**src/design/fcpm_pkg.sv**
```systemverilog
// ============================================================================
// Fan curve PWM map package
// Shared types, register codes, reset values and constants of the fan curve.
// ============================================================================
package fcpm_pkg;

    // Curve point storage
    localparam int POINT_SLOTS_DEF = 8;
    localparam int SLOT_W          = 16;
    localparam int SLOTS_PER_WORD  = 4;
    localparam int CFG_DATA_W      = 63;
    localparam int CFG_IDX_W       = 3;
    localparam int COUNT_W         = 4;

    // Curve and fallback constants
    localparam int TOP_TEMP     = 120;
    localparam int FULL_PERCENT = 100;

    // Percent to PWM scaling: x / 100 == (x * 5243) >> 19 for x below 43690
    localparam int PCT_RECIP = 5243;
    localparam int PCT_SHIFT = 19;

    // Percent output when the curve is not in use
    localparam logic signed [7:0] PCT_NONE = -8'sd1;

    // Divider geometry
    localparam int NUM_W   = 16;
    localparam int MAG_W   = 15;
    localparam int QUO_W   = 8;
    localparam int DIV_BPS = 2;

    // Queue between the front and the back end
    localparam int QUEUE_DEPTH = 2;

    // Register reset values
    localparam logic [7:0] FULL_PWM_RST = 8'd255;
    localparam logic [7:0] FB_PWM_RST   = 8'd35;
    localparam logic [7:0] FB_TEMP_RST  = 8'd45;

    // Register indexes
    typedef enum logic [CFG_IDX_W-1:0] {
        REG_PTS_LO   = 3'd0,
        REG_PTS_HI   = 3'd1,
        REG_COUNT    = 3'd2,
        REG_FULL_PWM = 3'd3,
        REG_FB_PWM   = 3'd4,
        REG_FB_TEMP  = 3'd5
    } t_reg_idx;

    // Configuration as seen by the datapath
    typedef struct packed {
        logic [CFG_DATA_W-1:0] pts_lo;
        logic [CFG_DATA_W-1:0] pts_hi;
        logic [COUNT_W-1:0]    point_count;
        logic [7:0]            full_pwm;
        logic [7:0]            fb_start_pwm;
        logic [7:0]            fb_start_temp;
    } t_cfg;

    // Information that travels beside the division
    typedef struct packed {
        logic       is_curve;
        logic       t_pos;
        logic [7:0] addend;
    } t_side;

    // One queued item: result = addend + num / den (truncating)
    typedef struct packed {
        t_side                   side;
        logic signed [NUM_W-1:0] num;
        logic [7:0]              den;
    } t_item;

    // A full-scale value of zero counts as 255.
    function automatic logic [7:0] eff_max(input logic [7:0] full);
        return (full == 8'd0) ? 8'hFF : full;
    endfunction

    // Temperature of curve point k.
    function automatic logic [7:0] slot_temp(input t_cfg cfg, input int k);
        logic [CFG_DATA_W-1:0] word;
        word = (k < SLOTS_PER_WORD) ? cfg.pts_lo : cfg.pts_hi;
        return word[SLOT_W*(k % SLOTS_PER_WORD) +: 8];
    endfunction

    // Percent of curve point k.
    function automatic logic [6:0] slot_pct(input t_cfg cfg, input int k);
        logic [CFG_DATA_W-1:0] word;
        word = (k < SLOTS_PER_WORD) ? cfg.pts_lo : cfg.pts_hi;
        return word[SLOT_W*(k % SLOTS_PER_WORD) + 8 +: 7];
    endfunction

endpackage

```
**src/design/fcpm_front.sv**
```systemverilog
// ============================================================================
// Fan curve front end
// Classifies each temperature against the curve or the fallback line and
// forms the numerator, denominator and addend of its interpolation.
// ============================================================================
module fcpm_front #(
    parameter int POINT_SLOTS = fcpm_pkg::POINT_SLOTS_DEF
) (
    input  logic                i_clk,
    input  logic                i_rst_n,
    input  fcpm_pkg::t_cfg      i_cfg,
    input  logic                i_accept,
    input  logic signed [8:0]   i_temperature,
    output logic                o_push,
    output fcpm_pkg::t_item     o_item
);

    localparam int IDX_W = (POINT_SLOTS > 1) ? $clog2(POINT_SLOTS) : 1;

    typedef enum logic [4:0] {
        K_PCT_CONST = 5'b00001,
        K_PCT_SEG   = 5'b00010,
        K_FB_ZERO   = 5'b00100,
        K_FB_FULL   = 5'b01000,
        K_FB_LINE   = 5'b10000
    } t_kind;

    logic [7:0]                 pt_temp [POINT_SLOTS];
    logic [6:0]                 pt_pct  [POINT_SLOTS];
    logic [7:0]                 maxp;

    logic signed [9:0]          t_in;
    logic [3:0]                 n_sat;
    logic [IDX_W-1:0]           last;
    logic [POINT_SLOTS-1:0]     le;
    logic                       seg_found;
    logic [IDX_W-1:0]           seg_idx;
    t_kind                      n_kind;
    logic [IDX_W-1:0]           n_idx;

    logic                       r_vld;
    t_kind                      r_kind;
    logic [IDX_W-1:0]           r_idx;
    logic signed [9:0]          r_t;

    logic [IDX_W-1:0]           idx_hi;
    logic [7:0]                 t0;
    logic [7:0]                 t1;
    logic [6:0]                 p0;
    logic [6:0]                 p1;
    logic signed [9:0]          dt;
    logic signed [9:0]          mul_a;
    logic signed [8:0]          mul_b;
    logic signed [18:0]         prod;

    // Unpack the curve points from the two point registers.
    always_comb begin
        for (int k = 0; k < POINT_SLOTS; k++) begin
            pt_temp[k] = fcpm_pkg::slot_temp(i_cfg, k);
            pt_pct[k]  = fcpm_pkg::slot_pct(i_cfg, k);
        end
    end

    assign maxp = fcpm_pkg::eff_max(i_cfg.full_pwm);

    // Point count saturated to the slot count, and the last valid point.
    assign t_in  = 10'(i_temperature);
    assign n_sat = (i_cfg.point_count > 4'(POINT_SLOTS)) ? 4'(POINT_SLOTS)
                                                         : i_cfg.point_count;
    assign last  = IDX_W'(n_sat - 4'd1);

    // Compare the temperature with every point at once.
    always_comb begin
        for (int k = 0; k < POINT_SLOTS; k++) begin
            le[k] = (t_in <= $signed({2'b00, pt_temp[k]}));
        end
    end

    // The segment is the first one whose upper point is not below the temperature.
    always_comb begin
        seg_found = 1'b0;
        seg_idx   = '0;
        for (int i = 0; i < POINT_SLOTS - 1; i++) begin
            if (!seg_found && ((4'(i) + 4'd1) < n_sat) && le[i+1]) begin
                seg_found = 1'b1;
                seg_idx   = IDX_W'(i);
            end
        end
    end

    // Classify the item.
    always_comb begin
        n_idx = '0;
        if (n_sat >= 4'd2) begin
            priority if (le[0]) begin
                n_kind = K_PCT_CONST;
            end else if (t_in >= $signed({2'b00, pt_temp[last]})) begin
                n_kind = K_PCT_CONST;
                n_idx  = last;
            end else begin
                n_kind = K_PCT_SEG;
                n_idx  = seg_idx;
            end
        end else begin
            priority if (t_in < $signed({2'b00, i_cfg.fb_start_temp})) begin
                n_kind = K_FB_ZERO;
            end else if (t_in >= $signed(10'(fcpm_pkg::TOP_TEMP))) begin
                n_kind = K_FB_FULL;
            end else begin
                n_kind = K_FB_LINE;
            end
        end
    end

    // Classification register: valid bit.
    always_ff @(posedge i_clk) begin
        if (!i_rst_n) begin
            r_vld <= 1'b0;
        end else begin
            r_vld <= i_accept;
        end
    end

    // Classification register: payload.
    always_ff @(posedge i_clk) begin
        if (i_accept) begin
            r_kind <= n_kind;
            r_idx  <= n_idx;
            r_t    <= t_in;
        end
    end

    // Operands of the segment around the classified index.
    assign idx_hi = r_idx + IDX_W'(1);
    assign t0     = pt_temp[r_idx];
    assign t1     = pt_temp[idx_hi];
    assign p0     = pt_pct[r_idx];
    assign p1     = pt_pct[idx_hi];
    assign dt     = $signed({2'b00, t1}) - $signed({2'b00, t0});

    // Shared multiplier for the curve slope and the fallback slope.
    always_comb begin
        unique case (r_kind)
            K_PCT_SEG: begin
                mul_a = r_t - $signed({2'b00, t0});
                mul_b = $signed({2'b00, p1}) - $signed({2'b00, p0});
            end
            K_FB_LINE: begin
                mul_a = r_t - $signed({2'b00, i_cfg.fb_start_temp});
                mul_b = $signed({1'b0, maxp}) - $signed({1'b0, i_cfg.fb_start_pwm});
            end
            default: begin
                mul_a = '0;
                mul_b = '0;
            end
        endcase
    end

    assign prod = mul_a * mul_b;

    // Build the queued item.
    always_comb begin
        o_item.side.is_curve = 1'b0;
        o_item.side.t_pos    = (r_t > 10'sd0);
        o_item.side.addend   = 8'd0;
        o_item.num           = '0;
        o_item.den           = 8'd1;
        unique case (r_kind)
            K_PCT_CONST: begin
                o_item.side.is_curve = 1'b1;
                o_item.side.addend   = {1'b0, p0};
            end
            K_PCT_SEG: begin
                o_item.side.is_curve = 1'b1;
                o_item.side.addend   = {1'b0, p0};
                // A segment of zero or negative width gives its lower percent.
                if (dt > 10'sd0) begin
                    o_item.num = prod[fcpm_pkg::NUM_W-1:0];
                    o_item.den = dt[7:0];
                end
            end
            K_FB_ZERO: begin
                o_item.side.addend = 8'd0;
            end
            K_FB_FULL: begin
                o_item.side.addend = maxp;
            end
            K_FB_LINE: begin
                o_item.side.addend = i_cfg.fb_start_pwm;
                o_item.num         = prod[fcpm_pkg::NUM_W-1:0];
                o_item.den         = 8'(fcpm_pkg::TOP_TEMP) - i_cfg.fb_start_temp;
            end
            default: begin
                o_item.side.addend = 8'd0;
            end
        endcase
    end

    assign o_push = r_vld;

endmodule

```
**src/design/fcpm_queue.sv**
```systemverilog
// ============================================================================
// Fan curve item queue
// Short first-in first-out queue between the front end and the back end.
// ============================================================================
module fcpm_queue (
    input  logic             i_clk,
    input  logic             i_rst_n,
    input  logic             i_push,
    input  fcpm_pkg::t_item  i_item,
    input  logic             i_pop,
    output fcpm_pkg::t_item  o_item,
    output logic             o_empty,
    output logic             o_full
);

    localparam int DEPTH = fcpm_pkg::QUEUE_DEPTH;
    localparam int AW    = (DEPTH > 1) ? $clog2(DEPTH) : 1;
    localparam int CW    = $clog2(DEPTH + 1);

    fcpm_pkg::t_item r_mem [DEPTH];
    logic [AW-1:0]   r_wr_ptr;
    logic [AW-1:0]   r_rd_ptr;
    logic [CW-1:0]   r_count;
    logic            do_push;
    logic            do_pop;

    assign o_empty = (r_count == CW'(0));
    assign o_full  = (r_count == CW'(DEPTH));
    assign do_pop  = i_pop && !o_empty;
    assign do_push = i_push && (!o_full || do_pop);
    assign o_item  = r_mem[r_rd_ptr];

    // Pointers and fill count.
    always_ff @(posedge i_clk) begin
        if (!i_rst_n) begin
            r_wr_ptr <= '0;
            r_rd_ptr <= '0;
            r_count  <= '0;
        end else begin
            if (do_push) begin
                r_wr_ptr <= r_wr_ptr + AW'(1);
            end
            if (do_pop) begin
                r_rd_ptr <= r_rd_ptr + AW'(1);
            end
            r_count <= r_count + CW'(do_push) - CW'(do_pop);
        end
    end

    // Entry storage.
    always_ff @(posedge i_clk) begin
        if (do_push) begin
            r_mem[r_wr_ptr] <= i_item;
        end
    end

endmodule

```
**src/design/fcpm_div.sv**
```systemverilog
// ============================================================================
// Fan curve divider
// Pipelined truncating signed divide of a small numerator by an 8-bit
// denominator, two quotient bits per stage.
// ============================================================================
module fcpm_div (
    input  logic                               i_clk,
    input  logic                               i_rst_n,
    input  logic                               i_vld,
    input  logic signed [fcpm_pkg::NUM_W-1:0]  i_num,
    input  logic [7:0]                         i_den,
    input  fcpm_pkg::t_side                    i_side,
    output logic                               o_vld,
    output logic [fcpm_pkg::QUO_W-1:0]         o_quo,
    output logic                               o_neg,
    output fcpm_pkg::t_side                    o_side
);

    localparam int NW  = fcpm_pkg::MAG_W;
    localparam int QW  = fcpm_pkg::QUO_W;
    localparam int BPS = fcpm_pkg::DIV_BPS;
    localparam int STG = QW / BPS;

    logic [STG:0]      r_vld;
    logic [NW-1:0]     r_rem  [STG+1];
    logic [QW-1:0]     r_quo  [STG+1];
    logic [7:0]        r_den  [STG+1];
    logic              r_neg  [STG+1];
    fcpm_pkg::t_side   r_side [STG+1];
    logic [NW-1:0]     n_rem  [STG];
    logic [QW-1:0]     n_quo  [STG];
    logic signed [fcpm_pkg::NUM_W-1:0] num_abs;

    // Input stage: split the numerator into sign and magnitude.
    assign num_abs = i_num[fcpm_pkg::NUM_W-1] ? -i_num : i_num;

    always_ff @(posedge i_clk) begin
        if (!i_rst_n) begin
            r_vld[0] <= 1'b0;
        end else begin
            r_vld[0] <= i_vld;
        end
    end

    always_ff @(posedge i_clk) begin
        r_rem[0]  <= num_abs[NW-1:0];
        r_quo[0]  <= '0;
        r_den[0]  <= i_den;
        r_neg[0]  <= i_num[fcpm_pkg::NUM_W-1];
        r_side[0] <= i_side;
    end

    // Restoring division, most significant quotient bit first.
    for (genvar g = 0; g < STG; g++) begin : g_stage
        always_comb begin : step
            logic [NW-1:0] rem;
            logic [QW-1:0] quo;
            logic [NW:0]   trial;
            rem = r_rem[g];
            quo = r_quo[g];
            for (int b = 0; b < BPS; b++) begin
                trial = {1'b0, rem} - ((NW+1)'(r_den[g]) << (QW - 1 - g*BPS - b));
                if (!trial[NW]) begin
                    rem = trial[NW-1:0];
                    quo[QW - 1 - g*BPS - b] = 1'b1;
                end
            end
            n_rem[g] = rem;
            n_quo[g] = quo;
        end

        always_ff @(posedge i_clk) begin
            if (!i_rst_n) begin
                r_vld[g+1] <= 1'b0;
            end else begin
                r_vld[g+1] <= r_vld[g];
            end
        end

        always_ff @(posedge i_clk) begin
            r_rem[g+1]  <= n_rem[g];
            r_quo[g+1]  <= n_quo[g];
            r_den[g+1]  <= r_den[g];
            r_neg[g+1]  <= r_neg[g];
            r_side[g+1] <= r_side[g];
        end
    end

    assign o_vld  = r_vld[STG];
    assign o_quo  = r_quo[STG];
    assign o_neg  = r_neg[STG];
    assign o_side = r_side[STG];

endmodule

```
**src/design/fcpm_back.sv**
```systemverilog
// ============================================================================
// Fan curve back end
// Divides, adds the base, scales a curve percent to PWM and clamps the drive
// value into the output register.
// ============================================================================
module fcpm_back (
    input  logic                    i_clk,
    input  logic                    i_rst_n,
    input  logic [7:0]              i_full_pwm,
    input  logic                    i_vld,
    input  fcpm_pkg::t_item         i_item,
    output logic                    o_valid,
    output logic                    o_update,
    output logic [7:0]              o_fan_pwm,
    output logic signed [7:0]       o_curve_percent
);

    logic [7:0]                     maxp;
    logic                           div_vld;
    logic [fcpm_pkg::QUO_W-1:0]     div_quo;
    logic                           div_neg;
    fcpm_pkg::t_side                div_side;

    logic signed [9:0]              quo_s;
    logic                           r1_vld;
    logic signed [9:0]              r1_val;
    fcpm_pkg::t_side                r1_side;

    logic                           r2_vld;
    logic signed [9:0]              r2_val;
    logic [14:0]                    r2_x;
    logic                           r2_zero;
    logic                           r2_full;
    fcpm_pkg::t_side                r2_side;

    logic [27:0]                    scaled;
    logic [7:0]                     n_pwm;
    logic                           r_valid;
    logic                           r_update;
    logic [7:0]                     r_pwm;
    logic signed [7:0]              r_pct;

    assign maxp = fcpm_pkg::eff_max(i_full_pwm);

    fcpm_div u_div (
        .i_clk   (i_clk),
        .i_rst_n (i_rst_n),
        .i_vld   (i_vld),
        .i_num   (i_item.num),
        .i_den   (i_item.den),
        .i_side  (i_item.side),
        .o_vld   (div_vld),
        .o_quo   (div_quo),
        .o_neg   (div_neg),
        .o_side  (div_side)
    );

    // Base plus signed quotient.
    assign quo_s = div_neg ? -$signed({2'b00, div_quo}) : $signed({2'b00, div_quo});

    always_ff @(posedge i_clk) begin
        if (!i_rst_n) begin
            r1_vld <= 1'b0;
            r2_vld <= 1'b0;
            r_valid <= 1'b0;
        end else begin
            r1_vld  <= div_vld;
            r2_vld  <= r1_vld;
            r_valid <= r2_vld;
        end
    end

    always_ff @(posedge i_clk) begin
        r1_val  <= $signed({2'b00, div_side.addend}) + quo_s;
        r1_side <= div_side;
    end

    // Percent times full scale, and the percent range checks.
    always_ff @(posedge i_clk) begin
        r2_val  <= r1_val;
        r2_x    <= 15'(r1_val[6:0]) * 15'(maxp);
        r2_zero <= (r1_val == 10'sd0);
        r2_full <= (r1_val >= $signed(10'(fcpm_pkg::FULL_PERCENT)));
        r2_side <= r1_side;
    end

    // Divide by one hundred through the reciprocal, then select and clamp.
    assign scaled = 28'(r2_x) * 28'(fcpm_pkg::PCT_RECIP);

    always_comb begin
        if (r2_side.is_curve) begin
            priority if (r2_zero) begin
                n_pwm = 8'd0;
            end else if (r2_full) begin
                n_pwm = maxp;
            end else begin
                n_pwm = scaled[fcpm_pkg::PCT_SHIFT +: 8];
            end
        end else begin
            priority if (r2_val < 10'sd0) begin
                n_pwm = 8'd0;
            end else if (r2_val > $signed({2'b00, maxp})) begin
                n_pwm = maxp;
            end else begin
                n_pwm = r2_val[7:0];
            end
        end
    end

    // Output register.
    always_ff @(posedge i_clk) begin
        r_update <= r2_side.t_pos;
        r_pwm    <= r2_side.t_pos ? n_pwm : 8'd0;
        r_pct    <= r2_side.is_curve ? r2_val[7:0] : fcpm_pkg::PCT_NONE;
    end

    assign o_valid         = r_valid;
    assign o_update        = r_update;
    assign o_fan_pwm       = r_pwm;
    assign o_curve_percent = r_pct;

endmodule

```
**src/design/fan_curve_pwm_map.sv**
```systemverilog
// ============================================================================
// Fan curve PWM map
// The strobe o_valid follows an accepted item through the front register, the
// queue, divider and back-end registers; one item can be accepted every cycle.
// The divider pipeline and the output stage never stall, so busy is low
// outside reset; it is held high while reset is asserted.
// Reset clears the pipeline and loads the register defaults; no clearing pass.
// ============================================================================
module fan_curve_pwm_map #(
    parameter int POINT_SLOTS = fcpm_pkg::POINT_SLOTS_DEF
) (
    input  logic                                i_clk,
    input  logic                                i_rst_n,
    input  logic                                start,
    output logic                                busy,
    input  logic signed [8:0]                   i_temperature,
    output logic                                o_valid,
    output logic                                o_update,
    output logic [7:0]                          o_fan_pwm,
    output logic signed [7:0]                   o_curve_percent,
    input  logic                                i_cfg_valid,
    output logic                                o_cfg_ready,
    input  logic [fcpm_pkg::CFG_IDX_W-1:0]      i_cfg_index,
    input  logic [fcpm_pkg::CFG_DATA_W-1:0]     i_cfg_data
);

    fcpm_pkg::t_cfg     r_cfg;
    logic               accept;
    logic               push;
    fcpm_pkg::t_item    front_item;
    fcpm_pkg::t_item    head_item;
    logic               q_empty;
    logic               q_full;

    assign o_cfg_ready = 1'b1;
    assign accept      = start && !busy;
    assign busy        = q_full || !i_rst_n;

    // Configuration registers.
    always_ff @(posedge i_clk) begin
        if (!i_rst_n) begin
            r_cfg.pts_lo        <= '0;
            r_cfg.pts_hi        <= '0;
            r_cfg.point_count   <= '0;
            r_cfg.full_pwm      <= fcpm_pkg::FULL_PWM_RST;
            r_cfg.fb_start_pwm  <= fcpm_pkg::FB_PWM_RST;
            r_cfg.fb_start_temp <= fcpm_pkg::FB_TEMP_RST;
        end else if (i_cfg_valid && o_cfg_ready) begin
            unique case (i_cfg_index)
                fcpm_pkg::REG_PTS_LO:   r_cfg.pts_lo        <= i_cfg_data;
                fcpm_pkg::REG_PTS_HI:   r_cfg.pts_hi        <= i_cfg_data;
                fcpm_pkg::REG_COUNT:    r_cfg.point_count   <= i_cfg_data[3:0];
                fcpm_pkg::REG_FULL_PWM: r_cfg.full_pwm      <= i_cfg_data[7:0];
                fcpm_pkg::REG_FB_PWM:   r_cfg.fb_start_pwm  <= i_cfg_data[7:0];
                fcpm_pkg::REG_FB_TEMP:  r_cfg.fb_start_temp <= i_cfg_data[7:0];
                default: begin
                end
            endcase
        end
    end

    fcpm_front #(
        .POINT_SLOTS (POINT_SLOTS)
    ) u_front (
        .i_clk         (i_clk),
        .i_rst_n       (i_rst_n),
        .i_cfg         (r_cfg),
        .i_accept      (accept),
        .i_temperature (i_temperature),
        .o_push        (push),
        .o_item        (front_item)
    );

    // The back end takes the head item whenever the queue holds one.
    fcpm_queue u_queue (
        .i_clk   (i_clk),
        .i_rst_n (i_rst_n),
        .i_push  (push),
        .i_item  (front_item),
        .i_pop   (!q_empty),
        .o_item  (head_item),
        .o_empty (q_empty),
        .o_full  (q_full)
    );

    fcpm_back u_back (
        .i_clk           (i_clk),
        .i_rst_n         (i_rst_n),
        .i_full_pwm      (r_cfg.full_pwm),
        .i_vld           (!q_empty),
        .i_item          (head_item),
        .o_valid         (o_valid),
        .o_update        (o_update),
        .o_fan_pwm       (o_fan_pwm),
        .o_curve_percent (o_curve_percent)
    );

endmodule

```
**config.mk**
```make
export PLATFORM = sky130hd
export DESIGN_NAME = fan_curve_pwm_map
export DESIGN_NICKNAME = d
export VERILOG_FILES = /design/src/design/fcpm_pkg.sv /design/src/design/fcpm_front.sv /design/src/design/fcpm_queue.sv /design/src/design/fcpm_div.sv /design/src/design/fcpm_back.sv /design/src/design/fan_curve_pwm_map.sv
export SDC_FILE = /design/constraint.sdc
export NUM_CORES = 2
export LEC_CHECK = 0
export BUFFER_PORTS_ARGS = -buffer_cell sky130_fd_sc_hd__buf_2
export CELL_PAD_IN_SITES_DETAIL_PLACEMENT = 0
export CELL_PAD_IN_SITES_GLOBAL_PLACEMENT = 2
export CORE_MARGIN = 2
export CORE_UTILIZATION = 38
export DETAILED_ROUTE_END_ITERATION = 6
export GPL_TIMING_DRIVEN = 0
export PLACE_DENSITY_LB_ADDON = 0.3
export SYNTH_ARGS = -nofsm -noshare
export SYNTH_HDL_FRONTEND = slang
export SYNTH_HIERARCHICAL = 1
export SYNTH_SLANG_ARGS = --single-unit
```
**constraint.sdc**
```tcl
create_clock -name i_clk -period 8 [get_ports i_clk]
set_input_delay 0 -clock i_clk [delete_from_list [all_inputs] [get_ports i_clk]]
set_output_delay 0 -clock i_clk [all_outputs]
set_load 0.01 [all_outputs]
```
# Word level (Yosys, flattened, before mapping)
# Memories as Yosys holds them, arrays and structs flattened. A register that Yosys moved wholly into a read port is not among the register bits.
# Index checks and enable logic that the tools add are counted.
[op_classes]
n_mux = 68
n_eq_ne = 10
shift = 0
bitwise_logic = 4
reduce_logical = 39
n_div = 0
n_mul = 3
n_lt_le_gt_ge = 28
addsub = 23
[op_table]
columns = ["operator", "count"]
rows = [
  ["15-bit 2-to-1 mux", 9],
  ["8-bit 2-to-1 mux", 12],
  ["8-bit binary-select mux with 3-bit select", 3],
  ["9-bit less-or-equal comparator", 8],
  ["24-bit one-hot mux with 2 select lines", 1],
  ["7-bit binary-select mux with 3-bit select", 2],
  ["7-bit 2-to-1 mux", 4],
  ["15-bit by 13-bit multiplier with 27-bit output (second input constant)", 1],
  ["24-bit 2-to-1 mux", 1],
  ["8-bit one-hot mux with 3 select lines", 1],
  ["1-bit 2-to-1 mux", 20],
  ["5-bit 2-to-1 mux", 4],
  ["10-bit one-hot mux with 2 select lines", 1],
  ["9-bit by 9-bit subtractor with 10-bit output", 2],
  ["9-bit one-hot mux with 2 select lines", 1],
  ["8-bit by 8-bit subtractor with 9-bit output", 2],
  ["3-bit by 4-bit less-than comparator with 1-bit output (first input constant)", 4],
  ["10-bit by 9-bit multiplier with 16-bit output", 1],
  ["15-bit by 10-bit subtractor with 16-bit output", 1],
  ["15-bit by 11-bit subtractor with 16-bit output", 1],
  ["15-bit by 12-bit subtractor with 16-bit output", 1],
  ["15-bit by 13-bit subtractor with 16-bit output", 1],
  ["15-bit by 14-bit subtractor with 16-bit output", 1],
  ["15-bit by 15-bit subtractor with 16-bit output", 1],
  ["49 further kinds", 92],
]
[word_totals]
latchBits = 0
mem_count = 6
register_bits = 242
mem_bits_ro = 0
word_cells = 214
output_inout_bits = 20
ram_bits = 278
[mem_list]
columns = ["name", "depth", "width", "read_ports", "rd_clocked_by_memory_dff", "write_ports", "line_no", "rtl"]
rows = [
  ["u_back.u_div.r_rem", 5, 15, 4, 0, 5, "fcpm_div.sv:25", "logic [NW-1:0] r_rem [STG+1];"],
  ["u_queue.r_mem", 2, 34, 1, 1, 1, "fcpm_queue.sv:20", "fcpm_pkg::t_item r_mem [DEPTH];"],
  ["u_back.u_div.r_side", 5, 10, 5, 0, 5, "fcpm_div.sv:29", "fcpm_pkg::t_side r_side [STG+1];"],
  ["u_back.u_div.r_den", 5, 8, 4, 0, 5, "fcpm_div.sv:27", "logic [7:0] r_den [STG+1];"],
  ["u_back.u_div.r_quo", 5, 8, 5, 0, 5, "fcpm_div.sv:26", "logic [QW-1:0] r_quo [STG+1];"],
  ["u_back.u_div.r_neg", 5, 1, 5, 0, 5, "fcpm_div.sv:28", "logic r_neg [STG+1];"],
]

# Longest topological paths before layout
[logic_depth]
word_depth = 30
ltp_mapped = 35

# Cells and area by module
# Netlist, hierarchy kept.
[by_module_without_submodules]
columns = ["mod", "instances", "cells_per_inst", "seq_area_each_um2", "area_per_inst_um2"]
rows = [
  ["fcpm_front", 1, 1078, 530.5, 9843.2],
  ["fcpm_div", 1, 753, 3443.3, 7678.6],
  ["fcpm_back", 1, 766, 1221.2, 7502.2],
  ["fan_curve_pwm_map", 1, 588, 3083.0, 5972.0],
  ["fcpm_queue", 1, 138, 2142.1, 2728.9],
]

# Least setup slack after synthesis
# OpenSTA, ideal clock, no wires.
[synth_path]
path_kind = "reg2reg"
startpoint = "reg u_front.r_idx[1]"
endpoint = "mem u_queue/r_mem[0][23] (netlist bit) (data pin)"
path_stages_with_launch = 33
synth_period_minus_slack_ns = 8.257
setup_slack_ns = -0.257
arrival_time_ns = 7.999
cell_sequence = "edfxtp_1 -> ha_1 -> buf_1 -> buf_1 -> mux4_2 -> mux2_2 -> ha_1 -> nor2b_1 -> o21ai_0 -> a21boi_0 -> o21ai_0 -> nor2b_1 -> xnor2_1 -> a22oi_1 -> nand2b_1 -> fa_1 -> fa_1 -> inv_1 -> fa_1 -> fa_1 -> inv_1 -> fa_1 -> inv_1 -> ha_1 -> inv_1 -> o21ai_0 -> a21oi_1 -> o21bai_1 -> a21oi_1 -> o21ai_0 -> xor2_1 -> xnor3_1 -> nor2_1"
[synth_lines]
columns = ["item", "line_no", "rtl"]
rows = [
  ["start, declared", "fcpm_front.sv:43", "logic [IDX_W-1:0] r_idx;"],
  ["start signal, assigned", "fcpm_front.sv:128", "r_idx <= n_idx;"],
  ["end, declared", "fcpm_queue.sv:20", ""],
]

==> flow_summary_export.csv <==
group,metric,value,unit
route,wirelength,91200,um
route,ant_nets,0,
worst_setup_path,cp.arrival,8.17,ns
placed_design,place_congestion,0.872,
placed_design,port_buffers,94,
route,drt-met1-wl,41200,um
grt,grt_max_degree,32,
run_status,run_status,"finished, final reports clean",
grt,grt_pass1_wl,144000,um
sta,rsz0062_at_grt,"yes",
final_layout,design_area,0.0391,mm^2
grt,grt_pass1_vias,24800,
final_layout,area_growth_syn_to_layout,16.6,%
final_layout,fin_util,44.9,%
route,vias_per_cell,5.04,
route,dr_wl_met2,44000,um
logic_synthesis,synthCells,3302,
floorplanning,chipHeight,301,um
sta,fin_worst_skew,0.0648,ns
logic_synthesis,syn_nets,3917,
sta,final_hold_viol_count,0,
final_layout,antennaDiodeCount,0,
worst_setup_path,cp_max_fo,9,
clock_network,cts_tree,"yes",
route,drt_iter0_markers,1361,
flow_run,drv_cap,0,
sta,setup_viol,0,
floorplanning,num_rows,108,
clock_network,clkTransAtPathRegs,0.06,ns
worst_setup_path,startpoint_type,"flop",
clock_network,cts_sinks,472,
floorplanning,die_area,0.0906,mm^2
floorplanning,start_util,38.5,%
placed_design,dpl-instance-area,0.0355,mm^2
floorplanning,die_w,301,um
clock_network,h-tree-depth,2,
sta,tns,0,ns
worst_setup_path,crit_path_frequent_cell,"fa_1",
worst_setup_path,path_class,"flop to flop",
logic_synthesis,syn-cell-area,0.0335,mm^2
route,vias,24000,
floorplanning,io_pins,99,
logic_synthesis,yosys_warnings,6,
grt,overflow,0,
route,dr.pass1.iters,5,
worst_setup_path,max_stage_delay,0.55,ns
clock_network,cts_buffers,55,
grt,antenna_found_initial,0,
sta,min_period,7.72,ns
clock_network,clk_latency,0.64,ns
final_layout,drive_gt1_share,15.0,%
sta,slew_viol_final,0,
min_path,min_path_type,"primary input to flop",
clock_network,clock_tree.buffer_depth,3,
route,highest_layer,"met4",
sta,relSlewSlack,16.0,%
route,wl_met3,3700,um
sta,fin_crit_sh,96.5,%
sta,worst_pin_slew,1.25,ns
route,detail_route.wl_per_cell,19.1,um
placed_design,hpwl,71600,um
grt,grt_util_all_layers,20.5,%
final_layout,nets,4182,
worst_setup_path,crit_slowest_cell,"fa_1",
sta,max_freq,130,MHz
clock_network,root_buffer,"clkbuf_16",
logic_synthesis,avgSynthCellArea,10.1,um^2
floorplanning,core,0.0870,mm^2
route,drc_errors,0,
worst_setup_path,required,8.45,ns
worst_setup_path,cp-end-kind,"flop",
[layer usage]
layer | vias to the layer above | GRT usage (%)
met5 | - | 0
met4 | 0 | 5.91
met3 | 106 | 2.63
met2 | 459 | 35.5
met1 | 11600 | 26.5
li1 | 11900 | -
[placed cells by master, fill, tap and decap left out, drive strengths merged, types with 111 or more instances in the layout]
cell type / count
buf: 203
mux2i: 186
fa: 174
nand2: 319
dfxtp: 387
inv: 399
nor2: 167
clkbuf: 111
ha: 362
[what timing repair did]
action,4_1_cts,5_1_grt
pin swaps,20,30
resized for setup,100,50
buffers inserted,24,12
hold buffers,78,0
hold endpoints to repair,175,0
endpoints found under the setup margin,20,10
[registers in the layout (all words and copies together) (netlist names), 4 cells and up, named ones only]
signal and cells:
u_back/u_div/r_vld 4, u_back/u_div/r_neg 5, u_queue/r_mem 68, u_back/u_div/r_side 50
u_back/r2_val 10, u_back/r2_x 15, u_back/u_div/r_quo 20, u_back/u_div/r_den 32
u_front/r_t 9, u_front/r_kind 5, u_back/o_fan_pwm 8, r_cfg 148
u_back/r1_val 10, u_back/u_div/r_rem 60, u_back/o_curve_percent 8
[final timing paths]
path                                     start                                end  slack [ns]  depth (start not counted)
min                           i_temperature[8]           u_front/r_t[8]$_DFFE_PP_        0.15                          2
min reg2reg  u_back/u_div/r_quo[0][14]$_DFF_P_  u_back/u_div/r_quo[0][22]$_DFF_P_        0.32                          0
max             u_front/r_idx[1]$_SDFFCE_PP0P_     u_queue/r_mem[0][23]$_DFFE_PP_        0.28                         33
max reg2reg     u_front/r_idx[1]$_SDFFCE_PP0P_     u_queue/r_mem[0][23]$_DFFE_PP_        0.28                         33
[worst max-delay path, delay by kind of cell, from the launching register on]
kind | cells | cell delay [ns]
compound gates | 10 | 1.54
xor+xnor | 2 | 0.51
fa+ha+maj | 8 | 3.23
buf+inv | 8 | 0.78
flops | 1 | 0.44
mux | 2 | 0.60
simple gates | 3 | 0.40
[metrics by stage]
stage / worst slack [ns] / instances / hold WS, ns
2_1_floorplan: 0.0596 / 3302 / 0.0989
3_3_place_gp: -2.12 / 4551 / 0.213
3_5_place_dp: -2.17 / 4554 / 0.218
4_1_cts: 0.00232 / 4755 / 0.133
5_1_grt: -0.0677 / 4767 / 0.156
6_report: 0.278 / 4767 / 0.152
[cell type report]
cell class | instances | area (um^2)
inverter | 392 | 1470
fill | 8451 | 47900
sequential | 472 | 10300
clock inverter | 30 | 409
clock buffer | 72 | 1560
multi-input combinational | 2326 | 21400
tap | 1155 | 1450
buffer | 109 | 886
timing repair buffer | 211 | 1600
Power is left out: the tool's default activity adds up to more than one toggle a clock period on the data nets, which glitch-free logic cannot reach.
